$ cat src/rtl/crystal_temp_trim_assert.svh
// assertion macros shared by the crystal trim rtl
`ifndef CRYSTAL_TEMP_TRIM_ASSERT_SVH
`define CRYSTAL_TEMP_TRIM_ASSERT_SVH

// same-cycle implication, checked outside reset
`define CTT_ASSERT_IMP(label, clk, rst_n, ante, cons) \
    label: assert property (@(posedge clk) disable iff (!rst_n) (ante) |-> (cons)) \
        else $error("crystal_temp_trim assertion failed");

// next-cycle implication, checked outside reset
`define CTT_ASSERT_NXT(label, clk, rst_n, ante, cons) \
    label: assert property (@(posedge clk) disable iff (!rst_n) (ante) |=> (cons)) \
        else $error("crystal_temp_trim assertion failed");

`endif

$ cat src/rtl/ctt_pkg.sv
// types and constants of the crystal temperature trim block
package ctt_pkg;

    // stream and config port widths
    localparam int IN_TDATA_W  = 16;
    localparam int IN_TUSER_W  = 1;
    localparam int OUT_TDATA_W = 56;
    localparam int OUT_TUSER_W = 1;
    localparam int CFG_IDX_W   = 8;
    localparam int CFG_DATA_W  = 16;

    // register indexes
    localparam logic [CFG_IDX_W-1:0] REG_CRYSTAL_ERROR = 8'd0;
    localparam logic [CFG_IDX_W-1:0] REG_TURNOVER_TEMP = 8'd1;
    localparam logic [CFG_IDX_W-1:0] REG_COEF_ABOVE    = 8'd2;
    localparam logic [CFG_IDX_W-1:0] REG_COEF_BELOW    = 8'd3;

    // register reset values
    localparam logic [15:0] CRYSTAL_ERROR_RST = 16'sd0;
    localparam logic [11:0] TURNOVER_TEMP_RST = 12'sd252;
    localparam logic [15:0] COEF_RST          = -16'sd320;

    // arithmetic constants
    localparam logic [13:0] PD_OFFSET      = 14'd15;
    localparam logic [13:0] DRIFT_SCALE    = 14'd10000;
    localparam logic [15:0] DRIFT_LIMIT    = 16'd26000;
    // product below scale * (limit + 1) gives a drift within the limit
    localparam logic [41:0] PROD_LIMIT     = 42'd260010000;

    // last iteration indexes of the serial units
    localparam logic [4:0] MUL_LAST  = 5'd15;
    localparam logic [4:0] DIVD_LAST = 5'd27;
    localparam logic [4:0] DIVT_LAST = 5'd15;

    typedef enum logic [6:0] {
        ST_IDLE = 7'b0000001,
        ST_SQR  = 7'b0000010,
        ST_MUL  = 7'b0000100,
        ST_DIVD = 7'b0001000,
        ST_SUM  = 7'b0010000,
        ST_DIVT = 7'b0100000,
        ST_DONE = 7'b1000000
    } state_t;

endpackage

$ cat src/rtl/crystal_temp_trim.sv
// crystal temperature trim: parabolic drift, error sum and trim step division
// one sample at a time: a new input beat is taken only in the idle state; each runs
// through the bit-serial shift-add multiplier (2 x 16 steps) and the shared restoring
//   divider (28 + 16 steps), and an out-of-range drift skips the drift division
// an input beat is taken while the previous result still waits in the output register
// reset (rst_n low, async): registers to defaults, held drift and remainder to zero
`include "crystal_temp_trim_assert.svh"

module crystal_temp_trim #(
    parameter int TRIM_STEP = 24
) (
    input  logic                                clk,
    input  logic                                rst_n,
    // input stream
    input  logic                                s_axis_tvalid,
    output logic                                s_axis_tready,
    input  logic [ctt_pkg::IN_TDATA_W-1:0]      s_axis_tdata,  // temperature[11:0], zero pad
    input  logic [ctt_pkg::IN_TUSER_W-1:0]      s_axis_tuser,  // power_down[0]
    // output stream
    output logic                                m_axis_tvalid,
    input  logic                                m_axis_tready,
    output logic [ctt_pkg::OUT_TDATA_W-1:0]     m_axis_tdata,  // trim_value[16:0],
                                                               // total_ppm[33:17],
                                                               // drift_ppm[49:34], zero pad
    output logic [ctt_pkg::OUT_TUSER_W-1:0]     m_axis_tuser,  // mode_out[0]
    // register write channel
    input  logic                                cfg_valid,
    output logic                                cfg_ready,
    input  logic [ctt_pkg::CFG_IDX_W-1:0]       cfg_index,
    input  logic [ctt_pkg::CFG_DATA_W-1:0]      cfg_data
);
    import ctt_pkg::*;

    // trim step as divisor, fits the divider remainder width
    localparam logic [13:0] STEP_DIV = 14'(TRIM_STEP);

    // configuration registers
    logic [15:0] crystal_error_reg;
    logic [11:0] turnover_temp_reg;
    logic [15:0] coef_above_reg;
    logic [15:0] coef_below_reg;

    // block state
    logic [15:0] held_drift_reg, held_drift_next;
    logic [15:0] carry_rem_reg, carry_rem_next;

    // control
    state_t      state_reg, state_next;
    logic [4:0]  cnt_reg, cnt_next;
    logic        out_valid_reg, out_valid_next;

    // datapath
    logic [41:0] prod_reg, prod_next;     // product, multiplier shifts out at the bottom
    logic [25:0] mcand_reg, mcand_next;
    logic [15:0] coef_mag_reg, coef_mag_next;
    logic        coef_neg_reg, coef_neg_next;
    logic        mode_reg, mode_next;
    logic [27:0] quo_reg, quo_next;       // dividend shifts out on top, quotient in below
    logic [13:0] rem_reg, rem_next;
    logic [16:0] sum_reg, sum_next;
    logic [16:0] out_trim_reg, out_trim_next;
    logic [16:0] out_total_reg, out_total_next;
    logic [15:0] out_drift_reg, out_drift_next;
    logic        out_mode_reg, out_mode_next;

    // input decode
    logic [13:0] temp_adj;
    logic [13:0] diff;
    logic [12:0] diff_mag;
    logic [15:0] coef_sel;

    // serial unit steps
    logic [26:0] add_sum;
    logic [41:0] mul_step;
    logic [14:0] trial;
    logic        fits;
    logic [13:0] divisor;
    logic [13:0] rem_step;
    logic [27:0] quo_step;
    logic        cnt_last;

    // sum and result shaping
    logic [16:0] total;
    logic [16:0] total_mag;
    logic [15:0] drift_mag;
    logic [16:0] trim_mag;
    logic        in_fire;
    logic        out_free;

    assign s_axis_tready = (state_reg == ST_IDLE);
    assign cfg_ready     = 1'b1;
    assign in_fire       = s_axis_tvalid && s_axis_tready;
    assign out_free      = !out_valid_reg || m_axis_tready;

    assign m_axis_tvalid = out_valid_reg;
    assign m_axis_tdata  = {6'b0, out_drift_reg, out_total_reg, out_trim_reg};
    assign m_axis_tuser  = out_mode_reg;

    // sample plus power-down offset, distance from turnover
    always_comb
    begin
        temp_adj = {{2{s_axis_tdata[11]}}, s_axis_tdata[11:0]}
                 + (s_axis_tuser[0] ? PD_OFFSET : 14'd0);
        diff     = temp_adj - {{2{turnover_temp_reg[11]}}, turnover_temp_reg};
        diff_mag = diff[13] ? 13'(-diff) : diff[12:0];
        coef_sel = diff[13] ? coef_below_reg : coef_above_reg;
    end

    // one shift-add step: add multiplicand on the multiplier lsb, shift right
    always_comb
    begin
        add_sum  = {1'b0, prod_reg[41:16]} + (prod_reg[0] ? {1'b0, mcand_reg} : 27'd0);
        mul_step = {add_sum, prod_reg[15:1]};
    end

    // one restoring division step, msb first
    always_comb
    begin
        divisor  = (state_reg == ST_DIVD) ? DRIFT_SCALE : STEP_DIV;
        trial    = {rem_reg, quo_reg[27]};
        fits     = (trial >= {1'b0, divisor});
        rem_step = fits ? 14'(trial - {1'b0, divisor}) : trial[13:0];
        quo_step = {quo_reg[26:0], fits};
    end

    always_comb
    begin
        unique case (state_reg)
            ST_SQR, ST_MUL: cnt_last = (cnt_reg == MUL_LAST);
            ST_DIVD:        cnt_last = (cnt_reg == DIVD_LAST);
            ST_DIVT:        cnt_last = (cnt_reg == DIVT_LAST);
            default:        cnt_last = 1'b0;
        endcase
    end

    always_comb
    begin
        total     = {crystal_error_reg[15], crystal_error_reg}
                  + {held_drift_reg[15], held_drift_reg}
                  + {carry_rem_reg[15], carry_rem_reg};
        total_mag = total[16] ? -total : total;
        drift_mag = {1'b0, quo_step[14:0]};
        trim_mag  = {1'b0, quo_reg[15:0]};
    end

    // sequencer
    always_comb
    begin
        state_next      = state_reg;
        cnt_next        = cnt_reg;
        out_valid_next  = out_valid_reg;
        held_drift_next = held_drift_reg;
        carry_rem_next  = carry_rem_reg;
        prod_next       = prod_reg;
        mcand_next      = mcand_reg;
        coef_mag_next   = coef_mag_reg;
        coef_neg_next   = coef_neg_reg;
        mode_next       = mode_reg;
        quo_next        = quo_reg;
        rem_next        = rem_reg;
        sum_next        = sum_reg;
        out_trim_next   = out_trim_reg;
        out_total_next  = out_total_reg;
        out_drift_next  = out_drift_reg;
        out_mode_next   = out_mode_reg;

        if (m_axis_tready)
        begin
            out_valid_next = 1'b0;
        end

        unique case (state_reg)
            ST_IDLE:
            begin
                if (in_fire)
                begin
                    // square the distance first: multiplicand and multiplier both |diff|
                    prod_next     = {26'd0, 3'd0, diff_mag};
                    mcand_next    = {13'd0, diff_mag};
                    coef_neg_next = coef_sel[15];
                    coef_mag_next = coef_sel[15] ? 16'(-coef_sel) : coef_sel;
                    mode_next     = s_axis_tuser[0];
                    cnt_next      = '0;
                    state_next    = ST_SQR;
                end
            end
            ST_SQR:
            begin
                prod_next = mul_step;
                cnt_next  = cnt_reg + 5'd1;
                if (cnt_last)
                begin
                    // square becomes the multiplicand, coefficient magnitude the multiplier
                    mcand_next = mul_step[25:0];
                    prod_next  = {26'd0, coef_mag_reg};
                    cnt_next   = '0;
                    state_next = ST_MUL;
                end
            end
            ST_MUL:
            begin
                prod_next = mul_step;
                cnt_next  = cnt_reg + 5'd1;
                if (cnt_last)
                begin
                    cnt_next = '0;
                    rem_next = '0;
                    quo_next = mul_step[27:0];
                    // out-of-range drift keeps the held value, skip the division
                    state_next = (mul_step < PROD_LIMIT) ? ST_DIVD : ST_SUM;
                end
            end
            ST_DIVD:
            begin
                quo_next = quo_step;
                rem_next = rem_step;
                cnt_next = cnt_reg + 5'd1;
                if (cnt_last)
                begin
                    held_drift_next = coef_neg_reg ? 16'(-drift_mag) : drift_mag;
                    state_next      = ST_SUM;
                end
            end
            ST_SUM:
            begin
                sum_next   = total;
                quo_next   = {total_mag[15:0], 12'd0};
                rem_next   = '0;
                cnt_next   = '0;
                state_next = ST_DIVT;
            end
            ST_DIVT:
            begin
                quo_next = quo_step;
                rem_next = rem_step;
                cnt_next = cnt_reg + 5'd1;
                if (cnt_last)
                begin
                    state_next = ST_DONE;
                end
            end
            ST_DONE:
            begin
                // hand the result over once the output register is free
                if (out_free)
                begin
                    out_trim_next  = sum_reg[16] ? -trim_mag : trim_mag;
                    out_total_next = sum_reg;
                    out_drift_next = held_drift_reg;
                    out_mode_next  = mode_reg;
                    out_valid_next = 1'b1;
                    carry_rem_next = sum_reg[16] ? -{2'b0, rem_reg} : {2'b0, rem_reg};
                    state_next     = ST_IDLE;
                end
            end
            default:
            begin
                state_next = ST_IDLE;
            end
        endcase
    end

    // control, configuration and carried state
    always_ff @(posedge clk or negedge rst_n)
    begin
        if (!rst_n)
        begin
            state_reg         <= ST_IDLE;
            cnt_reg           <= '0;
            out_valid_reg     <= 1'b0;
            held_drift_reg    <= '0;
            carry_rem_reg     <= '0;
            crystal_error_reg <= CRYSTAL_ERROR_RST;
            turnover_temp_reg <= TURNOVER_TEMP_RST;
            coef_above_reg    <= COEF_RST;
            coef_below_reg    <= COEF_RST;
        end
        else
        begin
            state_reg      <= state_next;
            cnt_reg        <= cnt_next;
            out_valid_reg  <= out_valid_next;
            held_drift_reg <= held_drift_next;
            carry_rem_reg  <= carry_rem_next;
            if (cfg_valid && cfg_ready)
            begin
                unique case (cfg_index)
                    REG_CRYSTAL_ERROR: crystal_error_reg <= cfg_data;
                    REG_TURNOVER_TEMP: turnover_temp_reg <= cfg_data[11:0];
                    REG_COEF_ABOVE:    coef_above_reg    <= cfg_data;
                    REG_COEF_BELOW:    coef_below_reg    <= cfg_data;
                    default:           ;  // unmapped index, write dropped
                endcase
            end
        end
    end

    // datapath registers
    always_ff @(posedge clk)
    begin
        prod_reg      <= prod_next;
        mcand_reg     <= mcand_next;
        coef_mag_reg  <= coef_mag_next;
        coef_neg_reg  <= coef_neg_next;
        mode_reg      <= mode_next;
        quo_reg       <= quo_next;
        rem_reg       <= rem_next;
        sum_reg       <= sum_next;
        out_trim_reg  <= out_trim_next;
        out_total_reg <= out_total_next;
        out_drift_reg <= out_drift_next;
        out_mode_reg  <= out_mode_next;
    end

    // held drift never leaves the accepted band
    `CTT_ASSERT_IMP(a_held_band, clk, rst_n, 1'b1,
        ($signed(held_drift_reg) <= $signed(DRIFT_LIMIT)) &&
        ($signed(held_drift_reg) >= -$signed(DRIFT_LIMIT)))

    // carried remainder stays below one trim step in magnitude
    `CTT_ASSERT_IMP(a_carry_band, clk, rst_n, 1'b1,
        ($signed({carry_rem_reg[15], carry_rem_reg}) < $signed({3'b0, STEP_DIV})) &&
        ($signed({carry_rem_reg[15], carry_rem_reg}) > -$signed({3'b0, STEP_DIV})))

    // partial remainder is always reduced below the divisor
    `CTT_ASSERT_IMP(a_rem_reduced, clk, rst_n,
        (state_reg == ST_DIVD) || (state_reg == ST_DIVT), rem_reg < divisor)

    // a new result appears only out of the final state
    `CTT_ASSERT_IMP(a_out_from_done, clk, rst_n,
        $rose(out_valid_reg), $past(state_reg) == ST_DONE)

endmodule

$ cat config.mk
export PLATFORM = sky130hd
export DESIGN_NAME = crystal_temp_trim
export DESIGN_NICKNAME = d
export VERILOG_FILES = /design/src/rtl/ctt_pkg.sv /design/src/rtl/crystal_temp_trim.sv
export VERILOG_INCLUDE_DIRS = /design/src /design/src/rtl
export SDC_FILE = /design/constraint.sdc
export NUM_CORES = 1
export LEC_CHECK = 0
export BUFFER_PORTS_ARGS = -buffer_cell sky130_fd_sc_hd__buf_4
export CAP_MARGIN = 25
export CORE_ASPECT_RATIO = 1.25
export CORE_MARGIN = 5
export CORE_UTILIZATION = 50
export CTS_BUF_LIST = sky130_fd_sc_hd__clkbuf_4 sky130_fd_sc_hd__clkbuf_8
export CTS_CLUSTER_SIZE = 8
export DETAILED_ROUTE_END_ITERATION = 8
export GPL_TIMING_DRIVEN = 0
export PLACE_DENSITY = 0.68
export SLEW_MARGIN = 40
export SYNTH_ARGS = -nofsm -noshare
export SYNTH_HDL_FRONTEND = slang
export SYNTH_SLANG_ARGS = --single-unit
$ cat constraint.sdc
create_clock -name clk -period 6.7 [get_ports clk]
set_clock_uncertainty 0.05 [all_clocks]
set_input_delay 1.005 -clock clk [delete_from_list [all_inputs] [get_ports clk]]
set_output_delay 1.005 -clock clk [all_outputs]
set_load 0.02 [all_outputs]
# ---- Yosys cells after proc, flatten, opt, wreduce, memory -nomap -nowiden
# Cells that the tools add are included.
dict set report op_classes {
  add_sub_neg 13
  magnitude_cmp 2
  n_eq_ne 18
  n_mux 36
  reduce_logical 23
}
# cell n
set ops {}
lappend ops {{$pmux 42 s3} 1}
lappend ops {{$mux 42} 2}
lappend ops {{$pmux 28 s3} 1}
lappend ops {{$mux 16} 5}
lappend ops {{$mux 26} 3}
lappend ops {{$pmux 26 s2} 1}
lappend ops {{$pmux 7 s7} 1}
lappend ops {{$lt 42x28->1 const B} 1}
lappend ops {{$mux 14} 3}
lappend ops {{$mux 7} 6}
lappend ops {{$pmux 14 s3} 1}
lappend ops {{$neg 16->16} 2}
lappend ops {{$mux 28} 1}
lappend ops {{$add 26x26->27} 1}
lappend ops {{$pmux 5 s4} 1}
lappend ops {{$reduce_and 2->1} 10}
lappend ops {{$add 16x16->17} 1}
lappend ops {{$add 17x17->17} 1}
lappend ops {{$neg 16->17} 1}
lappend ops {{$eq 8x2->1 const B} 2}
lappend ops {{$neg 14->16} 1}
lappend ops {{$neg 15->16} 1}
lappend ops {{$ge 15x14->1} 1}
lappend ops {{$mux 15} 1}
lappend ops {{33 further kinds} 43}
dict set report word_totals {
  regBits 301
  output_inout_bits 60
  word_cells 115
}

# ---- Depth between registers and ports, before layout
dict set report logic_depth {
  ltp_word 7
  mapped_depth 20
  mapped_depth_nobuf 18
}

# ---- Worst setup path after synthesis
# OpenSTA, ideal clock, no wires.
dict set report synth_timing {
  path_type {input to register}
  startpoint {input s_axis_tuser}
  endpoint {register coef_mag_reg[14] (data pin)}
  setup_ps 265
  t_arrival_ps 4555
  t_required_ps 6385
  setup_slack_ps 1830
  path_stages 17
  n_path_buf 3
  cell_sequence {inv_1 fa_1 inv_1 ha_1 a21o_1 and4_1 o21a_1 o41a_1 a41o_1 buf_2 buf_1 buf_1 mux2i_1 ha_1 nand3_1 o21ai_0 xor2_1}
}
dict set report synth_between {
  elab_chain_cells 6
}
# element line
set synth_rtl {}
lappend synth_rtl {{from (decl)} crystal_temp_trim.sv:18} ;# input logic [ctt_pkg::IN_TUSER_W-1:0] s_axis_tuser,
lappend synth_rtl {{$mux 4 *} crystal_temp_trim.sv:103} ;# + (s_axis_tuser[0] ? PD_OFFSET : 14'd0);
lappend synth_rtl {{$add 12x5->13 *} crystal_temp_trim.sv:103}
lappend synth_rtl {{$sub 13x12->14 *} crystal_temp_trim.sv:104} ;# diff = temp_adj - {{2{turnover_temp_reg[11]}}, turnover_temp_reg};
lappend synth_rtl {{$mux 16 *} crystal_temp_trim.sv:106} ;# coef_sel = diff[13] ? coef_below_reg : coef_above_reg;
lappend synth_rtl {{$neg 16->16} crystal_temp_trim.sv:181} ;# coef_mag_next = coef_sel[15] ? 16'(-coef_sel) : coef_sel;
lappend synth_rtl {{$mux 15 *} crystal_temp_trim.sv:181}
lappend synth_rtl {{to (signal assigned)} crystal_temp_trim.sv:303} ;# coef_mag_reg <= coef_mag_next;
lappend synth_rtl {{to (decl)} crystal_temp_trim.sv:55} ;# logic [15:0] coef_mag_reg, coef_mag_next;
# Mark *: on every way between the ends. The rest lies on a longest branch, timed or not.
# A chain may end at the register's enable or synchronous reset.

# ---- Worst setup path after layout
dict set report layout_timing {
  startpoint {register state_reg[1]}
  endpoint {register held_drift_reg[12]}
}
dict set report layout_between {
  elab_chain_cells 5
  word_cells_on_any_way 11
  classes_between {add/sub (1); order compare (1); eq/ne (4); mux (3); reduce/logical (2)}
}
# element line
set layout_rtl {}
lappend layout_rtl {{from (decl)} crystal_temp_trim.sv:48} ;# state_t state_reg, state_next;
lappend layout_rtl {{from (signal assigned)} crystal_temp_trim.sv:280} ;# state_reg <= state_next;
lappend layout_rtl {{$eq 7x4->1} {crystal_temp_trim.sv:119, crystal_temp_trim.sv:128, crystal_temp_trim.sv:172}}
lappend layout_rtl {{$mux 14} crystal_temp_trim.sv:119} ;# divisor = (state_reg == ST_DIVD) ? DRIFT_SCALE : STEP_DIV;
lappend layout_rtl {{$ge 15x14->1} crystal_temp_trim.sv:121} ;# fits = (trial >= {1'b0, divisor});
lappend layout_rtl {{$neg 15->16} crystal_temp_trim.sv:220} ;# held_drift_next = coef_neg_reg ? 16'(-drift_mag) : drift_mag;
lappend layout_rtl {{$mux 16} crystal_temp_trim.sv:220}
lappend layout_rtl {{to (signal assigned)} crystal_temp_trim.sv:283} ;# held_drift_reg <= held_drift_next;
lappend layout_rtl {{to (decl)} crystal_temp_trim.sv:44} ;# logic [15:0] held_drift_reg, held_drift_next;
# Several ways; a longest one is shown, not always the timed one.

==> impl_metrics.toml <==
[outcome]
outcome = "finished clean"

[sta]
min_period_over_period_pct = 81.36
fmaxAchievable_mhz = 183.5
final_max_slew_viol_count = 0
post-route-min-period_ns = 5.451
finalSetupViolCount = 0
max_slew_margin_pct = 49.98
hold-worst-slack_ns = 0.2120
hold_viol_final = 0
worst-slew-pin-transition_ns = 0.7495
rsz0062_at_grt = "no"
setup-tns-final_ns = 0

[floorplan]
die_width_um = 176.0
boundaryPins = 106
start_util_pct = 50.33
placementRows = 76
dieArea_um2 = 38300
die_height_um = 217.5
core_region_area_um2 = 34230

[synth]
synth-seq-cells = 301
synth_area_per_cell_um2 = 10.76
synth_cell_types = 71
syn_area_um2 = 17230
synthArstFlopShare_pct = 34.88
yosysTopAreaCellShare_pct = 34.16
ys.flop_type = "edfxtp_1"
synth-edff-count = 196
yosysSeqAreaShare_pct = 49.59
synthTopCellsByArea = "edfxtp_1 (34%), dfrtp_1 (12%), ha_1 (5.5%)"
yosysWarnings = 0
synth_area_leader_cell = "edfxtp_1"
netlist_instances = 1601

[pwr]
pwr-share-comb_pct = 36.4
seqPwrFrac_pct = 37.8
p_total_mw = 6.672
p_sw_share_pct = 36.26
p_leak_nw = 8.086
clkPwrFrac_pct = 25.8
vdd_drop_max_v = 0.0001882
p_switching_mw = 2.419
p_int_mw = 4.253
power.density_nw_per_um2 = 338.0

[drt]
route.final.wire_length_mm = 43.73
first_iter_violations = 1046
num_vias = 12910
drt_pass1_iterations = 6
antenna_left = 0
wl_per_cell_um = 19.67
via_per_inst = 5.808
route.detailed.drc = 0

[global_route]
grt.total_usage_pct = 22.66
grt_max_degree = 106
grt_pass1_vias = 12540
antenna_found_initial = 0
grt_first_pass_wirelength_mm = 68.63
grt-ovfl-total = 0

[final_layout]
layout-drive-gt1-share_pct = 17.07
largest_register_ffs = 42
num-fill-cells = 2887
final_cells = 2223
nets = 1901
finish.instance_area_um2 = 19740
area_growth_syn_to_layout_pct = 14.54

[clocking]
cts_sinks = 301
clk_latency_ns = 0.59
post_cts_resized = 0
cts_setup_buffers = 0
htree_levels = 2
cts_hold_buf = 0
clkTransAtPathRegs_ns = 0.06
clockBufferDepth = 3
clock-root-buffer = "clkbuf_8"
cts_inserted_buffers = 49
cts_tree = "done"

[critical_path]
critical_path_required_ns = 7.12
crit_path_end_kind = "flip-flop"
start_kind = "flip-flop"
worstPathArrival_ns = 5.87
worstSetupPathType = "flip-flop to flip-flop"
r2r_slack_ns = 1.25
cp_max_fo = 10

[place]
place_congestion = 0.9199
dp_cells = 2134
port_buffers = 94
dp_hpwl_mm = 33.60
post_dp_cell_area_um2 = 18650

[flow_run]
maxCapViolCount = 0

[min_path]
hold_path.class = "input pin to async pin"
metrics by stage:
step,util (%),setup WS (ns)
finish,57.65,1.249
detailed placement,54.49,1.062
CTS,57.57,1.247
global placement,54.02,0.2574
global route,57.65,0.8286
floorplan,-,1.830
layer usage:
metal | vias up | wire length (um) | track usage (%) | part of all wire, %
met5 | - | 0 | 0 | 0
met4 | 0 | 1501 | 8.086 | 3.4
met3 | 94 | 2460 | 3.711 | 5.6
met2 | 413 | 21370 | 38.03 | 49
met1 | 6250 | 18400 | 29.87 | 42
li1 | 6154 | - | - | -
critical path, stage by stage, from the launching register on:
cell      delay (ns)
dfrtp_1         0.36
clkbuf_1        0.18
nor3_1          0.44
nand4b_1        0.64
ha_1            0.60
o41ai_1         0.11
a21boi_0        0.18
o21a_1          0.20
nor2_1          0.17
nand3_1         0.10
a211o_1         0.44
inv_1           0.14
clkbuf_1        0.43
ha_1            0.30
nand3_1         0.14
o31a_1          0.31
a21oi_1         0.16
xnor2_1         0.09
mux2_2          0.27
power by group through the flow:
stage	Clock, mW	Combinational [mW]	Sequential [mW]
2_1_floorplan	0	1.72	2.50
3_3_place_gp	0	2.30	2.57
3_5_place_dp	0	2.39	2.56
4_1_cts	1.76	2.41	2.52
5_1_grt	1.83	2.68	2.54
6_report	1.72	2.43	2.52
Yosys cell counts (5+ instances only):
cell type and instances:
edfxtp_1 196, nand2_1 143, nor2_1 133, o21ai_0 93, a21oi_1 87, dfrtp_1 80, ha_1 76, xnor2_1 71
inv_1 70, mux2_2 65, xor2_1 55, clkbuf_1 52, and2_1 40, nand3_1 36, nor3_1 36, dfstp_2 25
fa_1 22, mux2i_1 22, nor4_1 18, a22oi_1 17, nor2b_1 17, o21a_1 15, o31ai_1 15, a21o_1 14
o221ai_1 13, nand2b_1 11, a31oi_1 10, and3_1 9, nand3b_1 9, o211ai_1 9, or3_1 9, or2_2 8
a2111oi_0 7, a211oi_1 7, buf_1 7, buf_4 7, o22ai_1 7, a211o_1 6, o21bai_1 6, or3_4 6
a21boi_0 5, nand4b_1 5, nor3b_1 5
cell families (layout without fill, tap and decap cells):
kind of cell | count (synthesis) | in the layout | share of synthesized area (%)
AOI/OAI and AO/OA | 350 | 350 | 13.11
xor gates and xnor gates | 126 | 126 | 6.405
adders and majority gates | 98 | 98 | 8.075
buffers and inverters | 139 | 326 | 3.202
DFF | 301 | 301 | 49.59
muxes | 87 | 87 | 5.526
other | 2 | 8 | 0.04359
and+or+nand+nor | 498 | 498 | 14.05
cells in the final DEF, fill, tap and decap left out, drive strengths merged, types with 8 or more instances in the layout:
cell,n
nor2b,17
xor2,55
edfxtp,196
ha,76
nor4,18
mux2i,22
o211ai,9
buf,116
a31oi,10
o31ai,15
and3,9
nand2b,11
nand3b,9
a22oi,17
o221ai,13
mux2,65
o21ai,93
fa,22
or3,15
a21oi,87
dfstp,25
nand3,36
nand2,143
xnor2,71
inv,70
nor3,36
or2,8
a21o,14
nor2,133
dfrtp,80
o21a,15
clkbuf,129
and2,40
final cells by class:
cell class / count / area (um^2) / area share [%]
Antenna cell: 1 / 2.502 / 0.01268
Buffer: 69 / 289.0 / 1.464
Clock buffer: 76 / 927.1 / 4.698
Clock inverter: 11 / 126.4 / 0.6403
Inverter: 70 / 262.8 / 1.331
Multi-Input combinational cell: 1166 / 8197 / 41.53
Sequential cell: 301 / 8544 / 43.29
Tap cell: 429 / 536.8 / 2.720
Timing Repair Buffer: 100 / 850.8 / 4.311
worst paths after layout:
kind	start	end	depth (start not counted)
max	state_reg[1]	held_drift_reg[12]	18
min	rst_n	carry_rem_reg[12]	1
max reg2reg	state_reg[1]	held_drift_reg[12]	18
min reg2reg	sum_reg[13]	out_total_reg[13]	0
max in group asynchronous	rst_n	state_reg[0]	2
min in group clk	sum_reg[13]	out_total_reg[13]	0
Power figures use the tool's default switching activity.
